<file path="src/sv/ssd_pkg.sv">
// Shared constants, types and the segment glyph table for the scan driver.
// No dependencies; ssd_prep, ssd_core and the top level use it by scoped names.
`default_nettype none
package ssd_pkg;

  localparam int NUM_DIGITS = 4;
  localparam int POS_W      = $clog2(NUM_DIGITS);

  localparam logic [2:0] OP_DECIMAL = 3'd0;
  localparam logic [2:0] OP_HEX     = 3'd1;
  localparam logic [2:0] OP_TIME    = 3'd2;
  localparam logic [2:0] OP_MASK    = 3'd3;
  localparam logic [2:0] OP_BLINK   = 3'd4;
  localparam logic [2:0] OP_SCAN    = 3'd5;

  localparam logic [15:0] DECIMAL_MAX = 16'd9999;
  localparam logic [6:0]  SEG_DASH    = 7'h40;

  // reciprocal constants, exact over the ranges used
  localparam logic [15:0] RECIP_10    = 16'd52429;  // >> 19
  localparam logic [15:0] RECIP_100   = 16'd5243;   // >> 19
  localparam logic [15:0] RECIP_1000  = 16'd16778;  // >> 24
  localparam logic [7:0]  RECIP_10_S  = 8'd205;     // >> 11, 7-bit inputs

  typedef struct packed {
    logic [2:0]  opcode;
    logic [15:0] value;
    logic        over_max;
    logic [12:0] q10;
    logic [9:0]  q100;
    logic [7:0]  q1000;
    logic [6:0]  hour;
    logic [3:0]  hour_tens;
    logic [6:0]  minute;
    logic [3:0]  minute_tens;
    logic [3:0]  blink_bits;
  } stage_t;

  function automatic logic [6:0] glyph(input logic [3:0] nib);
    logic [6:0] g;
    case (nib)
      4'h0: g = 7'h3F;
      4'h1: g = 7'h06;
      4'h2: g = 7'h5B;
      4'h3: g = 7'h4F;
      4'h4: g = 7'h66;
      4'h5: g = 7'h6D;
      4'h6: g = 7'h7D;
      4'h7: g = 7'h07;
      4'h8: g = 7'h7F;
      4'h9: g = 7'h6F;
      4'hA: g = 7'h77;
      4'hB: g = 7'h7C;
      4'hC: g = 7'h39;
      4'hD: g = 7'h5E;
      4'hE: g = 7'h79;
      4'hF: g = 7'h71;
      default: g = 7'h00;
    endcase
    return g;
  endfunction

  // low decimal digit of x, given q = x / 10
  function automatic logic [3:0] rem10(input logic [15:0] x, input logic [15:0] q);
    logic [15:0] r;
    r = x - {q[12:0], 3'b000} - {q[14:0], 1'b0};
    return r[3:0];
  endfunction

endpackage
`default_nettype wire

</file>
<file path="src/sv/ssd_if.sv">
// Valid/ready channel interfaces for the scan driver: item and result.
// Depends on nothing.
`default_nettype none
interface ssd_item_if;
  logic        valid;
  logic        ready;
  logic [2:0]  opcode;
  logic [15:0] value;
  logic [6:0]  hour;
  logic [6:0]  minute;
  logic [3:0]  blink_bits;
  modport source (output valid, output opcode, output value, output hour,
                  output minute, output blink_bits, input ready);
  modport sink   (input valid, input opcode, input value, input hour,
                  input minute, input blink_bits, output ready);
endinterface

interface ssd_result_if;
  logic       valid;
  logic       ready;
  logic [6:0] segments;
  logic [3:0] commons;
  logic       blink_phase;
  modport source (output valid, output segments, output commons,
                  output blink_phase, input ready);
  modport sink   (input valid, input segments, input commons,
                  input blink_phase, output ready);
endinterface
`default_nettype wire

</file>
<file path="src/sv/ssd_prep.sv">
// Input register: captures one item and the constant-divisor quotients.
// Depends on ssd_pkg and ssd_if.
`default_nettype none
module ssd_prep (
  input  wire logic     clk,
  input  wire logic     rst,
  ssd_item_if.sink      item,
  input  wire logic     take,
  output logic          stage_valid,
  output ssd_pkg::stage_t stage
);

  ssd_pkg::stage_t stage_next;
  logic [31:0] p10, p100, p1000;
  logic [14:0] ph, pm;
  logic        fire;

  assign item.ready = !stage_valid || take;
  assign fire       = item.valid && item.ready;

  always_comb begin
    p10   = {16'd0, item.value} * {16'd0, ssd_pkg::RECIP_10};
    p100  = {16'd0, item.value} * {16'd0, ssd_pkg::RECIP_100};
    p1000 = {16'd0, item.value} * {16'd0, ssd_pkg::RECIP_1000};
    ph    = {8'd0, item.hour} * {7'd0, ssd_pkg::RECIP_10_S};
    pm    = {8'd0, item.minute} * {7'd0, ssd_pkg::RECIP_10_S};
    stage_next.opcode      = item.opcode;
    stage_next.value       = item.value;
    stage_next.over_max    = item.value > ssd_pkg::DECIMAL_MAX;
    stage_next.q10         = p10[31:19];
    stage_next.q100        = p100[28:19];
    stage_next.q1000       = p1000[31:24];
    stage_next.hour        = item.hour;
    stage_next.hour_tens   = ph[14:11];
    stage_next.minute      = item.minute;
    stage_next.minute_tens = pm[14:11];
    stage_next.blink_bits  = item.blink_bits;
  end

  always_ff @(posedge clk) begin
    if (rst) begin
      stage_valid <= 1'b0;
    end else if (fire) begin
      stage_valid <= 1'b1;
    end else if (take) begin
      stage_valid <= 1'b0;
    end
    if (fire) begin
      stage <= stage_next;
    end
  end

endmodule
`default_nettype wire

</file>
<file path="src/sv/ssd_core.sv">
// Display state, opcode execution and the result register.
// Depends on ssd_pkg and ssd_if.
`default_nettype none
module ssd_core (
  input  wire logic            clk,
  input  wire logic            rst,
  input  wire logic            stage_valid,
  input  wire ssd_pkg::stage_t stage,
  output logic                 take,
  ssd_result_if.source         result
);

  logic [6:0] pattern      [ssd_pkg::NUM_DIGITS];
  logic [6:0] pattern_next [ssd_pkg::NUM_DIGITS];
  logic [ssd_pkg::POS_W-1:0]      pos, pos_next, pos_inc;
  logic [ssd_pkg::NUM_DIGITS-1:0] blink, blink_next;
  logic                           phase, phase_next;
  logic [6:0]                     seg, seg_next;
  logic [ssd_pkg::NUM_DIGITS-1:0] com, com_next;
  logic                           out_valid;
  logic [3:0] d0, d1, d2, hr, mr;

  assign take = stage_valid && (!out_valid || result.ready);

  assign result.valid       = out_valid;
  assign result.segments    = seg;
  assign result.commons     = com;
  assign result.blink_phase = phase;

  always_comb begin
    d0 = ssd_pkg::rem10(stage.value, {3'd0, stage.q10});
    d1 = ssd_pkg::rem10({3'd0, stage.q10}, {6'd0, stage.q100});
    d2 = ssd_pkg::rem10({6'd0, stage.q100}, {8'd0, stage.q1000});
    hr = ssd_pkg::rem10({9'd0, stage.hour}, {12'd0, stage.hour_tens});
    mr = ssd_pkg::rem10({9'd0, stage.minute}, {12'd0, stage.minute_tens});
    pos_inc = pos + 1'b1;

    pattern_next = pattern;
    pos_next     = pos;
    blink_next   = blink;
    phase_next   = phase;
    seg_next     = seg;
    com_next     = com;

    case (stage.opcode)
      ssd_pkg::OP_DECIMAL: begin
        if (stage.over_max) begin
          for (int i = 0; i < ssd_pkg::NUM_DIGITS; i++) begin
            pattern_next[i] = ssd_pkg::SEG_DASH;
          end
        end else begin
          pattern_next[3] = ssd_pkg::glyph(d0);
          pattern_next[2] = ssd_pkg::glyph(d1);
          pattern_next[1] = ssd_pkg::glyph(d2);
          pattern_next[0] = ssd_pkg::glyph(stage.q1000[3:0]);
        end
      end
      ssd_pkg::OP_HEX: begin
        pattern_next[3] = ssd_pkg::glyph(stage.value[3:0]);
        pattern_next[2] = ssd_pkg::glyph(stage.value[7:4]);
        pattern_next[1] = ssd_pkg::glyph(stage.value[11:8]);
        pattern_next[0] = ssd_pkg::glyph(stage.value[15:12]);
      end
      ssd_pkg::OP_TIME: begin
        pattern_next[0] = ssd_pkg::glyph(stage.hour_tens);
        pattern_next[1] = ssd_pkg::glyph(hr);
        pattern_next[2] = ssd_pkg::glyph(stage.minute_tens);
        pattern_next[3] = ssd_pkg::glyph(mr);
      end
      ssd_pkg::OP_MASK: begin
        if (blink != stage.blink_bits) begin
          phase_next = 1'b0;
        end
        blink_next = stage.blink_bits;
      end
      ssd_pkg::OP_BLINK: begin
        phase_next = !phase;
      end
      ssd_pkg::OP_SCAN: begin
        pos_next = pos_inc;
        if (blink[pos_inc] && phase) begin
          seg_next = 7'd0;
          com_next = '0;
        end else begin
          seg_next = pattern[pos_inc];
          com_next = {{(ssd_pkg::NUM_DIGITS-1){1'b0}}, 1'b1} << pos_inc;
        end
      end
      default: begin
      end
    endcase
  end

  always_ff @(posedge clk) begin
    if (rst) begin
      for (int i = 0; i < ssd_pkg::NUM_DIGITS; i++) begin
        pattern[i] <= 7'd0;
      end
      pos       <= '0;
      blink     <= '0;
      phase     <= 1'b0;
      seg       <= 7'd0;
      com       <= '0;
      out_valid <= 1'b0;
    end else begin
      if (take) begin
        pattern   <= pattern_next;
        pos       <= pos_next;
        blink     <= blink_next;
        phase     <= phase_next;
        seg       <= seg_next;
        com       <= com_next;
        out_valid <= 1'b1;
      end else if (result.ready) begin
        out_valid <= 1'b0;
      end
    end
  end

endmodule
`default_nettype wire

</file>
<file path="src/sv/seven_segment_scan_driver_top.sv">
// Four-digit multiplexed seven-segment scan driver, top level.
// Depends on ssd_pkg, ssd_if, ssd_prep and ssd_core.
//
// One item is accepted per cycle while results are taken; each gives a result.
// The input register holds the item with its divide-by-ten, -hundred and
// -thousand quotients (reciprocal multiplies); once the result register is free
// or being taken, the core finishes the digit remainders, updates the display
// state and loads the result register, which holds a result the sink has not
// yet taken while the next item waits in the input register. Results carry the
// segment and common pin drive as it stands after the item, plus the blink phase.
`default_nettype none
module seven_segment_scan_driver_top (
  input  wire logic    clk,
  input  wire logic    rst,
  ssd_item_if.sink     item,
  ssd_result_if.source result
);

  ssd_pkg::stage_t stage;
  logic            stage_valid;
  logic            take;

  ssd_prep u_prep (
    .clk         (clk),
    .rst         (rst),
    .item        (item),
    .take        (take),
    .stage_valid (stage_valid),
    .stage       (stage)
  );

  ssd_core u_core (
    .clk         (clk),
    .rst         (rst),
    .stage_valid (stage_valid),
    .stage       (stage),
    .take        (take),
    .result      (result)
  );

endmodule
`default_nettype wire
</file>
<file path="src/flat_wrapper.sv">
// flat-port wrapper written by rule: the top's interface ports become plain ports
module seven_segment_scan_driver_top_flat 
  (clk, rst, item_valid, item_opcode, item_value, item_hour, item_minute, item_blink_bits, item_ready, result_valid, result_segments, result_commons, result_blink_phase, result_ready);
  ssd_item_if item_i ();
  ssd_result_if result_i ();
  input  wire logic clk;
  input  wire logic rst;
  input wire logic [$bits(item_i.valid)-1:0] item_valid;
  input wire logic [$bits(item_i.opcode)-1:0] item_opcode;
  input wire logic [$bits(item_i.value)-1:0] item_value;
  input wire logic [$bits(item_i.hour)-1:0] item_hour;
  input wire logic [$bits(item_i.minute)-1:0] item_minute;
  input wire logic [$bits(item_i.blink_bits)-1:0] item_blink_bits;
  output wire logic [$bits(item_i.ready)-1:0] item_ready;
  output wire logic [$bits(result_i.valid)-1:0] result_valid;
  output wire logic [$bits(result_i.segments)-1:0] result_segments;
  output wire logic [$bits(result_i.commons)-1:0] result_commons;
  output wire logic [$bits(result_i.blink_phase)-1:0] result_blink_phase;
  input wire logic [$bits(result_i.ready)-1:0] result_ready;
  assign item_i.valid = item_valid;
  assign item_i.opcode = item_opcode;
  assign item_i.value = item_value;
  assign item_i.hour = item_hour;
  assign item_i.minute = item_minute;
  assign item_i.blink_bits = item_blink_bits;
  assign item_ready = item_i.ready;
  assign result_valid = result_i.valid;
  assign result_segments = result_i.segments;
  assign result_commons = result_i.commons;
  assign result_blink_phase = result_i.blink_phase;
  assign result_i.ready = result_ready;
  seven_segment_scan_driver_top u_core (.clk(clk), .rst(rst), .item(item_i), .result(result_i));
endmodule
</file>
<file path="config.mk">
export PLATFORM = sky130hd
export DESIGN_NAME = seven_segment_scan_driver_top_flat
export DESIGN_NICKNAME = d
export VERILOG_FILES = /design/src/sv/ssd_pkg.sv /design/src/sv/ssd_if.sv /design/src/sv/ssd_prep.sv /design/src/sv/ssd_core.sv /design/src/sv/seven_segment_scan_driver_top.sv /design/src/flat_wrapper.sv
export SDC_FILE = /design/constraint.sdc
export NUM_CORES = 1
export LEC_CHECK = 0
export BUFFER_PORTS_ARGS = -buffer_cell sky130_fd_sc_hd__buf_2
export CAP_MARGIN = 25
export CORE_MARGIN = 8
export CORE_UTILIZATION = 45
export DETAILED_ROUTE_END_ITERATION = 8
export PLACE_DENSITY = 0.71
export SKIP_CTS_REPAIR_TIMING = 1
export SLEW_MARGIN = 20
export SYNTH_ARGS = -nofsm -noshare
export SYNTH_HDL_FRONTEND = slang
export SYNTH_SLANG_ARGS = --single-unit
</file>
<file path="constraint.sdc">
create_clock -name clk -period 9.06 [get_ports clk]
set_input_delay 2.265 -clock clk [delete_from_list [all_inputs] [get_ports clk]]
set_output_delay 2.265 -clock clk [all_outputs]
set_load 0.05 [all_outputs]
</file>
==> out/results.txt, run 1 <==
Status: finished clean
Placed instance area: 20100 µm²
Via count: 13900
Via-per-instance ratio: 5.40
Max Cap Violations: 0
Setup Viol. Count Final: 0
Area Overhead vs Synth: 7.50%
TritonCTS buffer count: 17
CTS tree: built
Count of input and output buffers: 54
Fill cells: 3864
H-tree depth: 4
Period utilization: 82.7%
Most common cell in the netlist: inv_1
Crit path kind: in2reg
Row Count: 76
Avg Synthesized Cell Area: 9.75 µm²
Hold Path Class: reg2reg
Unique cell type count in the Yosys netlist: 77
Post-synth top area share: 27.5%
Worst-case clock skew: 13.9 ps
DIE AREA: 49800 µm²
EDFF count, synth: 52
Detail Route Antenna Nets: 0
Worst Tran Pin Value: 1040 ps
Clock Latency Late Sink: 450 ps
Relative slew margins: 30.0%
GPL Wtd Cong: 0.924
Warnings from Yosys: 0
Final net count: 2671
Syn nets: 2633
Detailed placement HPWL: 37500 µm
Synth area leaders: ha_1 28%, fa_1 19%, dfxtp_1 10%, inv_1 8.6%, edfxtp_1 8.1%
Root Buffer: clkbuf_16
Mapped cell area: 19300 µm²
Async SR Flop Fraction: 0%
Register bit total from synthesis: 149
Largest net degree at the start of global routing: 49
CTS Buffer Depth: 2
Drt first pass iters: 6
CP arrival: 7860 ps
Grt ovf: 0
Fin. Hold Viols: 0
Layout cells sized above 1: 7.23%
Die height: 223 µm
Fin area: 20800 µm²
Synthesized instance count: 1982
Total GRT Usage: 18.8%
Clk slew on worst S/H paths: 70 ps
Pwr per Cell Area: 269 nW/µm²
Initial antenna violation count: 0
Setup TNS: 0 ps
Die Wd: 223 µm
Crit path time final: 7490 ps
Iter 0 DRT Violations: 838
Initial Util: 45.3%
Core region area: 42700 µm²
Crit path max fanout: 15
Peak supply drop: 0.326 mV
Largest area contributor in the netlist: ha_1
Static Leak: 10.4 nW
Startpoint class of the critical path: input port
CP required: 9430 ps
Seq/Total Area, Yosys: 18.1%
Top cells by count, synth: 441 x inv_1, 425 x ha_1, 185 x fa_1
Final wirelength: 45700 µm
Ports: 55
Residual DRC: 0
Fmax: 134 MHz
WL/cell: 17.7 µm
Clock Sinks: 149
N_diodes: 0
Number of global-route vias before repair: 14800
CP endpoint kind: flop
Ys flop type: dfxtp_1
Slew Viols, Final: 0
Global-route wire length before repair: 75300 µm
Unrepaired setup endpoints after global routing: no
-- path summary, 6_finish.rpt --
path | from | end | slack, ps | cells past startpoint
min reg2reg | u_core.u_core.pattern[6] | u_core.u_core.pattern[6] | 490 | 2
max reg2reg | u_core.u_core.result.valid | flop | 5820 | 10
max | item_value[6] | flop | 1570 | 24
min | u_core.u_core.pattern[6] | u_core.u_core.pattern[6] | 490 | 2
-- worst max-delay path, stage by stage --
cell,delay [ps]
buf_2,370
inv_1,210
ha_1,390
inv_1,110
nor2_1,70
ha_1,270
inv_1,50
fa_1,530
inv_1,50
fa_1,480
inv_1,50
fa_1,480
inv_1,40
ha_1,290
a21oi_1,190
a21bo_2,260
a211oi_2,180
o211ai_1,120
xnor2_1,160
mux2i_1,410
inv_1,160
ha_1,270
mux2_1,290
a22oi_1,140
-- power breakdown --
group / leakage [nW] / internal (mW) / switching [mW] / total [mW]
combinational: 8.84 / 1.67 / 2.23 / 3.90
sequential: 1.31 / 0.868 / 0.0839 / 0.952
clock: 0.293 / 0.397 / 0.333 / 0.730
-- kinds of logic after synthesis --
family / Yosys count / synth area share [%]
flip-flops: 149 / 18.1
AO/OA/AOI/OAI: 309 / 11.0
XOR/XNOR: 72 / 3.30
AND/OR/NAND/NOR: 298 / 7.17
adder cells (fa/ha/maj): 610 / 46.7
buffers and inverters: 489 / 9.66
multiplexers: 55 / 4.04
-- layout make-up --
class	instances	area [µm²]	area share, %
Sequential cell	149	3500	16.9
Clock inverter	15	185	0.891
Inverter	442	1660	7.98
Multi-Input combinational cell	1344	14000	67.2
Timing Repair Buffer	66	355	1.71
Tap cell	546	683	3.29
Clock buffer	17	425	2.05
-- routing by layer --
layer / up-vias / global-route usage (%) / share of wire (%)
li1: 6683 / - / -
met1: 6795 / 23.6 / 44
met2: 359 / 31.9 / 48
met3: 96 / 3.49 / 4.5
met4: 0 / 6.92 / 3.4
met5: - / 0 / 0
-- cells in the final DEF, fill, tap and decap left out, types with 8 or more instances in the layout --
cell	instances
edfxtp_1	52
ha_1	425
a31oi_1	15
clkbuf_16	17
nand4_1	11
a211oi_1	21
nand2b_1	10
and2_1	10
a222oi_1	9
nor2_1	121
mux2i_1	30
buf_2	56
nand2_1	57
xor2_1	24
inv_1	441
mux4_2	16
o21ai_0	44
nand3_1	15
a21oi_1	96
nor3b_1	8
a21o_1	14
a22oi_1	19
dfxtp_1	97
o31ai_1	10
fa_1	185
buf_4	10
xnor2_1	46
nor3_1	37
-- per-stage QoR --
| stage | utilization, % | power (mW) | worst slack (ps) | instances | hold slack, ps |
|---|---|---|---|---|---|
| floorplan | - | 3.93 | 2080 | 1982 | 464 |
| global placement | 47.2 | 4.65 | 1260 | 2543 | 477 |
| detailed placement | 47.2 | 4.82 | 1140 | 2544 | 478 |
| CTS | 48.6 | 5.59 | 1600 | 2576 | 492 |
| global route | 48.7 | 6.19 | 1130 | 2579 | 523 |
| finish | 48.7 | 5.58 | 1570 | 2579 | 492 |
(Power assumes the default switching activity.)
==> run 2, diff against run 1 <==
--- a/config.mk
+++ b/config.mk
@@ -5,12 +5,13 @@
 export SDC_FILE = /design/constraint.sdc
 export NUM_CORES = 1
 export LEC_CHECK = 0
+export ABC_AREA = 1
 export BUFFER_PORTS_ARGS = -buffer_cell sky130_fd_sc_hd__buf_2
 export CAP_MARGIN = 25
 export CORE_MARGIN = 8
 export CORE_UTILIZATION = 45
 export DETAILED_ROUTE_END_ITERATION = 8
-export PLACE_DENSITY = 0.71
+export PLACE_DENSITY = 0.73
 export SKIP_CTS_REPAIR_TIMING = 1
 export SLEW_MARGIN = 20
 export SYNTH_ARGS = -nofsm -noshare
==> constraint.sdc (replaced) <==
create_clock -name clk -period 6.6 [get_ports clk]
set_input_delay 1.65 -clock clk [delete_from_list [all_inputs] [get_ports clk]]
set_output_delay 1.65 -clock clk [all_outputs]
set_load 0.05 [all_outputs]
==> run 2 against run 1 <==
First-iteration DRC count is 15% higher; non-clock buffer count rose by 25; combinational power up 58%; largest power group unchanged.
==> out/results.txt, run 2 <==
Final Worst Setup Slack: 397 ps
Commonest non-fill, non-tap cell in the layout: inv_1
Warnings from Yosys: 0
Met1 Usage GRT: 24.5%
Max Cap Violations: 0
Post-synth top area share: 25.7%
Clk slew on worst S/H paths: 60 ps
Initial antenna violation count: 0
Unique cell type count in the Yosys netlist: 54
Total GRT Usage: 19.0%
Finished Layout Cells: 3268
Register share of total power: 15.7%
Crit path max fanout: 6
R2r setup slk: 3140 ps
Drt first pass iters: 5
Placed cells: 3236
Unrepaired setup endpoints after global routing: no
R2R cell count: 12
Grt ovf: 0
Hold Path Stages: 2
Area Overhead vs Synth: 8.28%
Slowest cell on crit path: fa_1
CP required: 6750 ps
Critical R2R Launch: u_core.u_core.result.valid
DIE AREA: 53200 µm²
Residual DRC: 0
Seq/Total Area, Yosys: 16.9%
GRT met3 Usage: 2.06%
Relative slew margins: 40.2%
Via-per-instance ratio: 5.15
Detail Route Antenna Nets: 0
Clock Sinks: 149
Initial Util: 45.6%
P_sw: 4.37 mW
Crit path time final: 6200 ps
Ports: 55
Fmax: 161 MHz
Layout cells sized above 1: 6.30%
Die Wd: 231 µm
Final net count: 3306
GPL Wtd Cong: 0.946
Root Buffer: clkbuf_16
TritonCTS buffer count: 17
CTS tree: built
Gr busiest metal: met2
Core region area: 45400 µm²
Pre-CTS WS: 65.0 ps
Hold Path Class: reg2reg
Int Power: 4.07 mW
Pwr per Cell Area: 376 nW/µm²
Largest area contributor in the netlist: ha_1
Fin area: 22400 µm²
Via count: 16800
Top cells by count, synth: 568 x inv_1, 457 x nand2_1, 425 x ha_1
CTS Buffer Depth: 2
Synthesized instance count: 2577
Logic pwr share: 73.2%
Count of input and output buffers: 54
Status: finished clean
Peak supply drop: 0.280 mV
Fill cells: 4306
WL/cell: 15.5 µm
H-tree depth: 4
Slew Viols, Final: 0
Most common cell in the netlist: inv_1
Register bit total from synthesis: 149
Static Leak: 11.9 nW
CP cell instances: buf_2 -> inv_1 -> ha_1 -> fa_1 -> inv_1 -> fa_1 -> fa_1 -> fa_1 -> inv_1 -> fa_1 -> ha_1 -> nand2_1 -> nor3_1 -> nor3b_1 -> nand4_1 -> nand3_1 -> xor2_1
CP endpoint kind: flop
N_diodes: 0
Placed instance area: 21900 µm²
Detailed placement HPWL: 42600 µm
Global-route wire length before repair: 83400 µm
Number of global-route vias before repair: 17100
Net Sw Frac: 51.8%
Startpoint class of the critical path: input port
GR Layer Usage met2: 33.1%
Setup Viol. Count Final: 0
Endpoint of the worst hold path: u_core.u_core.pattern[25]
Synth area leaders: ha_1 26%, fa_1 18%, inv_1 10%, dfxtp_1 9.4%, nand2_1 8.3%
Storage cell area: 3500 µm²
Async SR Flop Fraction: 0%
Mapped cell area: 20700 µm²
Most used cell, CP: fa_1
Syn nets: 3228
Largest net degree at the start of global routing: 45
Hold Slack: 502 ps
Final wirelength: 50500 µm
EDFF count, synth: 52
Worst-case clock skew: 8.53 ps
Max incr delay on CP: 550 ps
Commonest non-fill, non-tap cells in the layout: 568 x inv_1, 457 x nand2_1, 425 x ha_1
Area of the multi-input gates: 14900 µm²
Fin. Hold Viols: 0
Crit path kind: in2reg
Clock share of power: 11.1%
Iter 0 DRT Violations: 960
Ys flop type: dfxtp_1
Period utilization: 94.0%
Die height: 231 µm
CP arrival: 6360 ps
Clock Latency Late Sink: 420 ps
Setup TNS: 0 ps
Worst Tran Pin Value: 896 ps
Row Count: 78
Avg Synthesized Cell Area: 8.04 µm²
run 2: changes by cell type in the layout (fill, tap and decap cells not counted), moves of 13 or more:
cell / change
xnor2_1: -21
a22oi_1: -13
nor3_1: -28
o21ai_0: +81
nor2_1: +36
nand3_1: +110
mux4_2: -16
mux2i_1: -30
buf_4: +27
a211oi_1: -21
a21oi_1: +24
inv_1: +127
nand2_1: +400
run 2: cell type report:
class                   count  area share, %
clock buffers              24           2.24
clock inverters             8          0.307
inverters                 576           9.65
multi-input cells        1820           66.4
flip-flops and latches    149           15.6
well taps                 600           3.35
repair buffers             91           2.44
run 2: cells by family (layout without fill, tap and decap cells):
| kind of cell | count (synthesis) | in the layout | synth area share [%] |
|---|---|---|---|
| flip-flops | 149 | 149 | 16.9 |
| AO/OA/AOI/OAI | 341 | 341 | 9.44 |
| adder cells (fa/ha/maj) | 610 | 610 | 43.6 |
| AND/OR/NAND/NOR | 818 | 818 | 16.7 |
| XOR/XNOR | 51 | 51 | 2.16 |
| buffers and inverters | 608 | 699 | 11.2 |
run 2: metrics by stage:
stage	power (mW)	utilization, %
6_report	8.43	49.4
3_5_place_dp	7.40	48.2
5_1_grt	9.42	49.4
3_3_place_gp	7.25	48.1
4_1_cts	8.39	49.4
2_1_floorplan	5.92	-
run 2: routing by layer:
metal / vias up / part of all wire [%]
met2: 423 / 48
met4: 0 / 2.6
li1: 8351 / -
met1: 7980 / 45
met5: - / 0
met3: 83 / 4.7
run 2: critical path, delay by kind of cell:
kind / cells / cell delay [ps]
fa+ha+maj: 7 / 3360
simple gates: 5 / 900
buf+inv: 4 / 360
xor+xnor: 1 / 70
run 2: worst max path at each step:
stage,startpoint,endpoint,slack (ps)
6_report,item_value[4],u_core.u_prep.stage[47],400
5_1_grt,item_value[6],u_core.u_prep.stage[46],200
4_1_cts,item_value[6],u_core.u_prep.stage[46],500
3_5_place_dp,item_value[6],u_core.u_prep.stage[46],60
3_3_place_gp,item_value[6],u_core.u_prep.stage[46],120
2_1_floorplan,item_value[4],u_core.u_prep.stage[47],490
run 2: power groups by stage:
stage	clock network [mW]	registers, mW	logic [mW]
6_report	0.940	1.32	6.17
5_1_grt	0.998	1.33	7.09
4_1_cts	0.959	1.32	6.11
3_5_place_dp	0	1.34	6.06
3_3_place_gp	0	1.34	5.92
2_1_floorplan	0	1.27	4.65
==> run 3, diff against run 2 <==
--- a/config.mk
+++ b/config.mk
@@ -11,6 +11,7 @@
 export CORE_MARGIN = 8
 export CORE_UTILIZATION = 45
 export DETAILED_ROUTE_END_ITERATION = 8
+export MAX_ROUTING_LAYER = met4
 export PLACE_DENSITY = 0.73
 export SKIP_CTS_REPAIR_TIMING = 1
 export SLEW_MARGIN = 20
==> run 3 against run 2 <==
Die area stayed put; sequential power is essentially flat; non-clock buffer count grew 3; global-route usage increased by 0.66 points; register-to-register slack gained 340 ps; sequential share of layout area about the same; critical endpoint is now u_core.u_prep.stage[46]; power shrank 0.38%; utilization about the same; flip-flop and latch count is the same; worst hold slack gained 7.8 ps; clock power about the same.
==> out/results.txt, run 3 (synthesis gave the netlist of run 2 again) <==
Clock Latency Late Sink: 430 ps
Area Overhead vs Synth: 8.37%
Max incr delay on CP: 550 ps
Number of global-route vias before repair: 17100
Final wirelength: 51000 µm
Slowest cell on crit path: fa_1
Final net count: 3309
Die height: 231 µm
Row Count: 78
Initial Util: 45.6%
CP arrival: 6220 ps
Iter 0 DRT Violations: 1028
Crit path time final: 6040 ps
Setup TNS: 0 ps
Core region area: 45400 µm²
Pwr per Cell Area: 374 nW/µm²
Register share of total power: 15.6%
Startpoint class of the critical path: input port
Global-route wire length before repair: 83700 µm
Root Buffer: clkbuf_16
TritonCTS buffer count: 17
Most used cell, CP: fa_1
Setup Viol. Count Final: 0
Initial antenna violation count: 0
Commonest non-fill, non-tap cells in the layout: 568 x inv_1, 457 x nand2_1, 425 x ha_1
Fin. Hold Viols: 0
H-tree depth: 4
Slew Viols, Final: 0
WL/cell: 15.6 µm
Detailed placement HPWL: 43100 µm
Top delay family on crit path: adder cells
Pwr Total: 8.40 mW
Clk slew on worst S/H paths: 70 ps
Fill cells: 4300
Largest net degree at the start of global routing: 47
Crit path max fanout: 6
CP cell instances: buf_2 -> inv_1 -> ha_1 -> inv_1 -> fa_1 -> fa_1 -> fa_1 -> fa_1 -> fa_1 -> inv_1 -> ha_1 -> nand2_1 -> nor4_1 -> nand3_1 -> o211ai_1 -> xor2_1
Drt first pass iters: 8
Crit path kind: in2reg
CTS tree: built
Worst Tran Pin Value: 888 ps
Unrepaired setup endpoints after global routing: no
Core Util, Final: 49.5%
Clock Sinks: 149
DIE AREA: 53200 µm²
Hold Path Class: reg2reg
Detail Route Antenna Nets: 0
GPL Wtd Cong: 0.943
Period utilization: 91.5%
Total GRT Usage: 19.7%
Via count: 16700
Die Wd: 231 µm
N_diodes: 0
Worst-case clock skew: 13.5 ps
CTS Buffer Depth: 2
P_sw: 4.35 mW
CP required: 6780 ps
Max Cap Violations: 0
Status: finished clean
Relative slew margins: 40.2%
Count of input and output buffers: 54
Grt ovf: 0
Clock share of power: 11.2%
Fmax: 166 MHz
Commonest non-fill, non-tap cell in the layout: inv_1
CP bufs+invs: 4
Net Sw Frac: 51.8%
Static Leak: 11.9 nW
Peak supply drop: 0.284 mV
CP endpoint kind: flop
Via-per-instance ratio: 5.10
Int Power: 4.05 mW
Residual DRC: 0
Logic pwr share: 73.1%
Layout cells sized above 1: 6.48%
Ports: 55
==> run 3: cell types whose count changed in the layout (fill, tap and decap cells not counted), sizes merged <==
cell	before	now
buf	91	94
clkbuf	24	22
clkinv	6	3
clkinvlp	0	1
inv	577	581
==> run 3: worst paths after layout <==
path                                      endpoint            startpoint  cells past startpoint  slack, ps
setup / recovery           u_core.u_prep.stage[46]         item_value[6]                     16        560
setup reg to reg  u_core.u_core.result.segments[0]  u_core.u_core.pos[0]                      7       3480
hold / removal           u_core.u_core.pattern[25]                  flop                      2        510
hold reg to reg          u_core.u_core.pattern[25]                  flop                      2        510
==> run 3: worst register-to-register path: stages, from the launching register on <==
cell and delay (ps):
dfxtp_1 770, clkinv_1 630, ha_1 820, o21ai_0 170, o32ai_1 130, nand2_1 260
nand2_1 140, a21oi_1 70
==> run 3: power groups by stage <==
stage               clock network (mW)  registers, mW  logic [mW]
floorplan                            0           1.27        4.65
finish                           0.941           1.31        6.14
detailed placement                   0           1.33        6.04
global route                     0.995           1.32        7.07
global placement                     0           1.33        5.92
CTS                              0.958           1.31        6.10
==> run 3: metrics by stage <==
step           setup WS, ps  area (µm²)  hold slack [ps]  instances
3_3_place_gp            249       21900              494       3239
6_report                560       22400              510       3271
4_1_cts                 598       22400              504       3271
2_1_floorplan           489       20700              428       2577
5_1_grt                 324       22400              522       3271
3_5_place_dp            154       21900              483       3239
==> run 3: final cells by class <==
class	count	area [µm²]	area share (%)
Clock buffer	22	478	2.13
Clock inverter	10	91.3	0.407
Inverter	576	2160	9.64
Multi-Input combinational cell	1820	14900	66.3
Sequential cell	149	3500	15.6
Tap cell	600	751	3.34
Timing Repair Buffer	94	571	2.54
==> run 3: routing by layer <==
layer  GRT usage [%]  up-vias  routed length, µm
met5               -        -                  0
met4            4.55        0                954
met3            1.82       65               2210
met2            33.5      357              24400
met1            25.2     7891              23400
li1                -     8374                  -
